===== config.mk =====
export PLATFORM = sky130hd
export DESIGN_NAME = acpi_power_register_block_unit
export DESIGN_NICKNAME = d
export VERILOG_FILES = /design/src/apr_pkg.sv /design/src/acpi_power_register_block_unit.sv /design/src/apr_reg_file.sv /design/src/apr_exec.sv
export SDC_FILE = /design/constraint.sdc
export NUM_CORES = 2
export LEC_CHECK = 0
export BUFFER_PORTS_ARGS = -buffer_cell sky130_fd_sc_hd__buf_4
export CORE_MARGIN = 2
export CORE_UTILIZATION = 48
export CTS_BUF_LIST = sky130_fd_sc_hd__clkbuf_8
export DETAILED_ROUTE_END_ITERATION = 16
export GPL_TIMING_DRIVEN = 0
export PLACE_DENSITY_LB_ADDON = 0.2
export SETUP_SLACK_MARGIN = 0.4
export SYNTH_ARGS = -nofsm -noshare
export SYNTH_HDL_FRONTEND = slang
export SYNTH_SLANG_ARGS = --single-unit

===== constraint.sdc =====
create_clock -name clk_i -period 4.6 [get_ports clk_i]
set_clock_uncertainty 0.2 [all_clocks]
set_input_delay 0.92 -clock clk_i [delete_from_list [all_inputs] [get_ports clk_i]]
set_output_delay 0.92 -clock clk_i [all_outputs]
set_load 0.005 [all_outputs]

===== src/apr_pkg.sv =====
// ----------------------------------------------------------------------------
// apr_pkg
// Types, constants and helpers shared by the power register block.
// ----------------------------------------------------------------------------
package apr_pkg;

  // Register file geometry.
  localparam int unsigned REG_FILE_BYTES = 224;
  localparam int unsigned IDX_W          = $clog2(REG_FILE_BYTES);
  localparam int unsigned ADDR_W         = 8;
  localparam logic [ADDR_W:0] FILE_END   = (ADDR_W + 1)'(REG_FILE_BYTES);

  // Bus offsets are given relative to the start of the file.
  localparam logic [ADDR_W-1:0] FILE_BASE = 8'h20;
  localparam logic [ADDR_W-1:0] CTL_IDX   = 8'h2a - FILE_BASE;
  localparam logic [ADDR_W-1:0] REL_IDX   = 8'h2c - FILE_BASE;
  localparam logic [ADDR_W-1:0] SMI_IDX   = 8'h2f - FILE_BASE;

  // Bits of interest.
  localparam int unsigned CTL_SMI_CTRL_BIT = 5;
  localparam int unsigned CTL_SMI_FILE_BIT = 6;
  localparam int unsigned SLP_EN_BIT       = 13;
  localparam int unsigned CTRL_SMI_BIT     = 1;

  typedef enum logic [1:0] {
    CMD_FILE_RD = 2'd0,
    CMD_FILE_WR = 2'd1,
    CMD_CTRL_RD = 2'd2,
    CMD_CTRL_WR = 2'd3
  } apr_cmd_e;

  typedef enum logic [2:0] {
    SLP_TYP_SUSPEND = 3'd1,
    SLP_TYP_DISK    = 3'd2
  } apr_slp_typ_e;

  typedef struct packed {
    logic [1:0]        command;
    logic [ADDR_W-1:0] address;
    logic [15:0]       write_data;
  } apr_in_t;

  typedef struct packed {
    logic [15:0] read_data;
    logic        smi_raise;
    logic        sci_raise;
    logic        release_status_set;
    logic        suspend_request;
    logic        disk_shutdown_request;
  } apr_out_t;

  // Register file write port.
  typedef struct packed {
    logic             en;
    logic [IDX_W-1:0] idx;
    logic [7:0]       data;
  } apr_file_wr_t;

  // PM1 control register update.
  typedef struct packed {
    logic        en;
    logic [15:0] value;
  } apr_ctrl_wr_t;

  // File indexes whose bytes the bus cannot change.
  function automatic logic is_read_only(logic [ADDR_W-1:0] idx);
    logic ro;
    case (idx + FILE_BASE) inside
      8'h28, 8'h29, [8'h30:8'h33], 8'h40, 8'h45: ro = 1'b1;
      default:                                  ro = 1'b0;
    endcase
    return ro;
  endfunction

endpackage


===== src/acpi_power_register_block_unit.sv =====
// ----------------------------------------------------------------------------
// acpi_power_register_block_unit
// Power-management register file and PM1 control register behind one
// request channel and one response channel.
// ----------------------------------------------------------------------------
// Every request transaction (read or write of the register file or of the
// PM1 control register) yields exactly one response transaction, in order.
// Both channels use valid and stall; a transaction moves at a rising edge
// with valid high and stall low.
// A request waits in the input stage, where the register file read port is
// registered; the response register is loaded from it when the stage advances.
// Throughput: one transaction per cycle while the receiver does not stall;
// the single-port file write commits as the input stage hands its result to
// the response register, and a read of the next request forwards that byte.
// When the receiver stalls, the response register holds; the input stage
// still takes one more request, and only then is the request channel stalled.
// Reset clears the control register, the pipeline valid flags and the per
// entry valid bits of the register file, so the whole file reads as zero at
// once and no clearing pass is needed.
// ----------------------------------------------------------------------------
module acpi_power_register_block_unit import apr_pkg::*; (
  input  logic     clk_i,
  input  logic     rst_ni,
  input  logic     in_valid_i,
  output logic     in_stall_o,
  input  apr_in_t  in_data_i,
  output logic     out_valid_o,
  input  logic     out_stall_i,
  output apr_out_t out_data_o
);

  apr_in_t      s1_q;
  logic         s1_valid_q;
  apr_out_t     out_data_q;
  logic         out_valid_q;
  logic [15:0]  pm_control_q;

  logic         out_free;
  logic         s1_adv;
  logic         accept;
  logic [7:0]   file_byte;
  logic [7:0]   ctl_byte;
  apr_out_t     result;
  apr_file_wr_t file_wr;
  apr_file_wr_t file_commit;
  apr_ctrl_wr_t ctrl_wr;

  assign out_free   = !out_valid_q || !out_stall_i;
  assign s1_adv     = s1_valid_q && out_free;
  assign in_stall_o = s1_valid_q && !out_free;
  assign accept     = in_valid_i && !in_stall_o;

  // State changes only when the item leaves the input stage.
  always_comb begin
    file_commit    = file_wr;
    file_commit.en = file_wr.en && s1_adv;
  end

  apr_reg_file u_reg_file (
    .clk_i      (clk_i),
    .rst_ni     (rst_ni),
    .rd_en_i    (accept),
    .rd_idx_i   (in_data_i.address[IDX_W-1:0]),
    .wr_i       (file_commit),
    .rd_byte_o  (file_byte),
    .ctl_byte_o (ctl_byte)
  );

  apr_exec u_exec (
    .item_i       (s1_q),
    .file_byte_i  (file_byte),
    .ctl_byte_i   (ctl_byte),
    .pm_control_i (pm_control_q),
    .result_o     (result),
    .file_wr_o    (file_wr),
    .ctrl_wr_o    (ctrl_wr)
  );

  always_ff @(posedge clk_i) begin
    if (accept) begin
      s1_q <= in_data_i;
    end
    if (s1_adv) begin
      out_data_q <= result;
    end
  end

  always_ff @(posedge clk_i or negedge rst_ni) begin
    if (!rst_ni) begin
      s1_valid_q   <= 1'b0;
      out_valid_q  <= 1'b0;
      pm_control_q <= '0;
    end else begin
      if (accept) begin
        s1_valid_q <= 1'b1;
      end else if (s1_adv) begin
        s1_valid_q <= 1'b0;
      end
      if (s1_adv) begin
        out_valid_q <= 1'b1;
      end else if (!out_stall_i) begin
        out_valid_q <= 1'b0;
      end
      if (s1_adv && ctrl_wr.en) begin
        pm_control_q <= ctrl_wr.value;
      end
    end
  end

  assign out_valid_o = out_valid_q;
  assign out_data_o  = out_data_q;

`ifndef SYNTHESIS
  a_sci_with_release: assert property (@(posedge clk_i) disable iff (!rst_ni)
    out_valid_q |-> (out_data_q.sci_raise == out_data_q.release_status_set))
    else $error("SCI pulse without matching release status");

  a_sleep_exclusive: assert property (@(posedge clk_i) disable iff (!rst_ni)
    out_valid_q |-> !(out_data_q.suspend_request && out_data_q.disk_shutdown_request))
    else $error("suspend and disk shutdown requested together");

  a_slp_en_cleared: assert property (@(posedge clk_i) disable iff (!rst_ni)
    (s1_adv && ctrl_wr.en) |=> !pm_control_q[SLP_EN_BIT])
    else $error("sleep enable kept in the stored control register");

  a_adv_fills_out: assert property (@(posedge clk_i) disable iff (!rst_ni)
    s1_adv |=> out_valid_q)
    else $error("input stage result lost");
`endif

endmodule


===== src/apr_reg_file.sv =====
// ----------------------------------------------------------------------------
// apr_reg_file
// Byte-wide power register file with a registered read port, per-entry
// valid bits that reset clears, write forwarding and a shadow of byte 0x2a.
// ----------------------------------------------------------------------------
module apr_reg_file import apr_pkg::*; (
  input  logic             clk_i,
  input  logic             rst_ni,
  input  logic             rd_en_i,
  input  logic [IDX_W-1:0] rd_idx_i,
  input  apr_file_wr_t     wr_i,
  output logic [7:0]       rd_byte_o,
  output logic [7:0]       ctl_byte_o
);

  logic [7:0]                mem [REG_FILE_BYTES];
  logic [REG_FILE_BYTES-1:0] vld_q;
  logic [7:0]                rd_q;
  logic                      rd_vld_q;
  logic                      fwd_q;
  logic [7:0]                fwd_data_q;
  logic [7:0]                ctl_q;

  always_ff @(posedge clk_i) begin
    if (wr_i.en) begin
      mem[wr_i.idx] <= wr_i.data;
    end
    if (rd_en_i) begin
      rd_q       <= mem[rd_idx_i];
      fwd_data_q <= wr_i.data;
    end
  end

  // The read happens at the same edge as a write of the previous item, so a
  // matching address takes the byte being written.
  always_ff @(posedge clk_i or negedge rst_ni) begin
    if (!rst_ni) begin
      vld_q    <= '0;
      rd_vld_q <= 1'b0;
      fwd_q    <= 1'b0;
      ctl_q    <= '0;
    end else begin
      if (wr_i.en) begin
        vld_q[wr_i.idx] <= 1'b1;
      end
      if (rd_en_i) begin
        rd_vld_q <= vld_q[rd_idx_i];
        fwd_q    <= wr_i.en && (wr_i.idx == rd_idx_i);
      end
      if (wr_i.en && (wr_i.idx == CTL_IDX[IDX_W-1:0])) begin
        ctl_q <= wr_i.data;
      end
    end
  end

  assign rd_byte_o  = fwd_q ? fwd_data_q : (rd_vld_q ? rd_q : 8'h00);
  assign ctl_byte_o = ctl_q;

endmodule


===== src/apr_exec.sv =====
// ----------------------------------------------------------------------------
// apr_exec
// Decodes one bus transaction and forms its result, the register file write
// and the PM1 control update.
// ----------------------------------------------------------------------------
module apr_exec import apr_pkg::*; (
  input  apr_in_t      item_i,
  input  logic [7:0]   file_byte_i,
  input  logic [7:0]   ctl_byte_i,
  input  logic [15:0]  pm_control_i,
  output apr_out_t     result_o,
  output apr_file_wr_t file_wr_o,
  output apr_ctrl_wr_t ctrl_wr_o
);

  logic        in_range;
  logic [15:0] ctrl_val;
  logic [2:0]  slp_typ;

  assign in_range = {1'b0, item_i.address} < FILE_END;
  assign ctrl_val = (item_i.address == 8'd1) ? {item_i.write_data[7:0], pm_control_i[7:0]}
                                             : item_i.write_data;
  assign slp_typ  = ctrl_val[12:10];

  always_comb begin
    result_o       = '0;
    file_wr_o.en   = 1'b0;
    file_wr_o.idx  = item_i.address[IDX_W-1:0];
    file_wr_o.data = item_i.write_data[7:0];
    ctrl_wr_o.en   = 1'b0;
    ctrl_wr_o.value = ctrl_val;
    ctrl_wr_o.value[SLP_EN_BIT] = 1'b0;
    case (item_i.command)
      CMD_FILE_RD: begin
        if (in_range) begin
          result_o.read_data = {8'h00, file_byte_i};
        end
      end
      CMD_FILE_WR: begin
        if (in_range && !is_read_only(item_i.address)) begin
          file_wr_o.en = 1'b1;
          if (item_i.address == REL_IDX) begin
            result_o.sci_raise          = item_i.write_data[0];
            result_o.release_status_set = item_i.write_data[0];
          end else if (item_i.address == SMI_IDX) begin
            result_o.smi_raise = ctl_byte_i[CTL_SMI_FILE_BIT];
          end
        end
      end
      CMD_CTRL_RD: begin
        if (item_i.address == 8'd0) begin
          result_o.read_data = pm_control_i;
        end else if (item_i.address == 8'd1) begin
          result_o.read_data = {8'h00, pm_control_i[15:8]};
        end
      end
      CMD_CTRL_WR: begin
        ctrl_wr_o.en = 1'b1;
        result_o.smi_raise = item_i.write_data[CTRL_SMI_BIT] && ctl_byte_i[CTL_SMI_CTRL_BIT];
        if (ctrl_val[SLP_EN_BIT]) begin
          result_o.suspend_request       = (slp_typ == SLP_TYP_SUSPEND);
          result_o.disk_shutdown_request = (slp_typ == SLP_TYP_DISK);
        end
      end
      default: begin
        result_o = '0;
      end
    endcase
  end

endmodule


==> run_results.csv <==
group,metric,value,unit
run_status,status,"finished with violations",
run_status,violations,"max-capacitance violations, max-slew violations",
setup_path,crit_type,"input pin to flop",
setup_path,cp.arrival,5.18,ns
clock_network,worstSkewPairLatency,1.15,ns
routing,routed_wire_length_per_instance,47.1,um
die,core,171000,um^2
yosys,synth_top_area_frac,0.675,
yosys,synth_top_area_cell,"edfxtp_1",
placed_design,portBuffers,51,
die,dieArea,175000,um^2
sta,rsz0062_at_grt,"yes",
die,die_w,418,um
clock_network,path_clk_slew,0.06,ns
setup_path,crit_chain,"buf_4 > buf_4 > buf_4 > buf_6 > buf_4 > buf_4 > mux2i_1 > nand2_1 > a311oi_1 > o211ai_1 > nand4_1 > nor3_2",
finish,final_cell_mix,"1853 x edfxtp_1, 531 x mux4_2, 368 x clkbuf_8, 245 x dfrtp_1, 216 x o21bai_1",
global_routing,grt_pass1_vias,46700,
pwr,p_leak,31.8,nW
setup_path,worstPathRequired,5.21,ns
sta,setup_viol,0,
clock_network,cts_root_buf,"clkbuf_8",
clock_network,cts_tree,"done",
sta,slew_violations,23,
global_routing,antenna_found_initial,18,
placed_design,placed_cells,6404,
placed_design,gp_congestion,1.04,
yosys,synthFlopType,"edfxtp_1",
yosys,syn_nets,4061,
die,io_pins,53,
yosys,synthArstFlopShare,0.117,
clock_network,htreeDepth,5,
finish,multi_input_area,19600,um^2
sta,finalWorstSetupSlack,0.0355,ns
finish,fill_cells,13000,
yosys,ys_ff_latch,2098,
finish,final_common_cell,"edfxtp_1",
routing,final_antenna_net_count,0,
routing,drt_wl_total,333000,um
die,die_y,418,um
clock_network,clkSinkCount,2098,
pwr,peakVddDrop,250,uV
setup_path,cp-end-kind,"flop",
worst_hold_path,worstHoldPathType,"input pin to async pin",
yosys,synthCells,4030,
global_routing,grt_use_total,0.381,
routing,drt_first_pass_iters,9,
routing,viasPerCell,7.05,
yosys,yosys_warnings,0,
sta,period_share,0.992,
routing,route.detailed.drc,0,
sta,hold_viol,0,
setup_path,crit_top_cell,"buf_4",
flow_run,drv_cap,6,
setup_path,crit_fanout,11,
global_routing,grt_start_max_net_pins,124,
routing,drt_first_iter_violations,9249,
finish,seqCellArea,61800,um^2
global_routing,grt_overflow_total,0,
finish,nets,4600,
sta,max_freq,0.219,GHz
routing,num_vias,49800,
finish,fin_util,0.557,
yosys,synth_area_leaders,"edfxtp_1 68%, mux4_2 15%, dfrtp_1 7.4%",
sta,period_minus_slack,4.56,ns
yosys,synth_area_per_cell,20.4,um^2
setup_path,max_stage_delay,0.61,ns
yosys,seq_area_frac_synth,0.750,
finish,drive_above_1_share,0.309,
setup_path,ff2ff_setup_slack,0.14,ns
yosys,syn_area,82400,um^2
sta,worst_slew_pin_slew,1.75,ns
clock_network,numCtsBuffers,356,
sta,max_slew_margin,-0.168,
finish,finalNonFillerCells,7064,
global_routing,grt_pass1_wl,433000,um
clock_network,cts_buffer_depth,4,
placed_design,dp_hpwl,219000,um
setup_path,setup.worst_path.start_class,"input pin",
placed_design,pre_cts_ws,-2.08,ns
yosys,synth_edf_count,1853,
die,num_rows,152,
yosys,synthDistinctLibCells,76,
setup_path,slowest_stage,"a311oi_1",
pwr,p_per_area,414,nW/um^2
finish,syn2layout_area_growth,15.5,%
die,initial_utilization,0.482,
## power by group
part | switching [mW] | internal (mW)
Sequential | 0.0985 | 20.9
Combinational | 2.18 | 0.990
Clock | 7.68 | 7.52
Total | 9.96 | 29.4
## cells in the mapped netlist, drive strengths merged, types with 15 or more instances
cell type	count
nand2	110
nor2b	21
mux2i	84
buf	153
nand2b	15
nor2	264
a22oi	83
o21bai	216
edfxtp	1853
clkbuf	105
nor3	16
and2	16
a21oi	40
o21ai	20
a31oi	18
nand4	20
mux2	19
mux4	536
dfrtp	245
nand3	50
## through the flow
step	TNS (ns)	hold WS (ns)	power (mW)	instance area [um^2]
floorplan	0	0.229	22.7	82400
global placement	-5169.78	0.246	24.2	85600
detailed placement	-25.00	0.250	24.3	87900
CTS	0	0.264	39.0	94800
global route	0	0.284	40.0	95100
finish	0	0.259	39.4	95200
## per-layer routing
layer	track usage	part of all wire	up-vias
met5	0.0181	0.0010	-
li1	-	-	17700
met4	0.261	0.081	16
met2	0.525	0.42	4727
met1	0.500	0.35	26200
met3	0.146	0.15	1137
## cells by family after synthesis
family	count (synthesis)	share of synthesized area
AOI/OAI and AO/OA	459	0.0406
xor gates and xnor gates	10	0.00106
adders and majority gates	1	0.000152
buffers and inverters	269	0.0188
DFF	2098	0.750
muxes	639	0.160
other	1	0.0000455
and+or+nand+nor	553	0.0300
## registers in the layout, indices dropped and copies added (netlist names)
signal,cells
u_reg_file.ctl_byte_o,2
pm_control_q,15
out_data_o,19
u_reg_file.rd_vld_q,1
out_valid_o,1
u_reg_file.fwd_data_q,8
u_reg_file.mem,1792
u_reg_file.rd_q,8
u_reg_file.fwd_q,1
u_reg_file.vld_q,224
s1_valid_q,1
s1_q,26
## layout make-up
type                       instances  share of cell area
tap                             2233              0.0294
multi-input combinational       1663               0.206
inverter                          11            0.000473
antenna                           21            0.000552
clock inverter                   231              0.0107
clock buffer                     368              0.0532
buffer                           258              0.0182
sequential                      2098               0.649
timing repair buffer             181              0.0322
## timing repair
action | 4_1_cts | 5_1_grt
hold buffers | 31 | 0
endpoints found under the setup margin | 754 | 1163
endpoints found under the hold margin | 150 | 0
buffers inserted | 8 | 0
pin swaps | 2 | 0
gates cloned | 0 | 0
resized for setup | 145 | 129
## worst paths after layout
| check | from | endpoint | cells after the start |
|---|---|---|---|
| worst max-delay path | in_data_i[17] | u_reg_file.rd_q[5]$_DFFE_PP_ | 12 |
| worst min-delay path | rst_ni | pm_control_q[8]$_DFFE_PN0P_ | 3 |
| worst max register to register | s1_q[20]$_DFFE_PP_ | u_reg_file.mem[176][1]$_DFFE_PP_ | 10 |
| worst min register to register | u_reg_file.vld_q[106]$_DFFE_PN0N_ | u_reg_file.vld_q[106]$_DFFE_PN0N_ | 1 |
| max in group asynchronous | rst_ni | u_reg_file.vld_q[140]$_DFFE_PN0N_ | 4 |
| min in group clk_i | u_reg_file.vld_q[106]$_DFFE_PN0N_ | u_reg_file.vld_q[106]$_DFFE_PN0N_ | 1 |
## critical path: cells and delay by family
family	cells	cell delay (ns)
compound gates	2	1.08
simple gates	3	0.44
mux	1	0.38
buf+inv	6	2.29
Note: power is estimated with default switching activity, not from simulation.
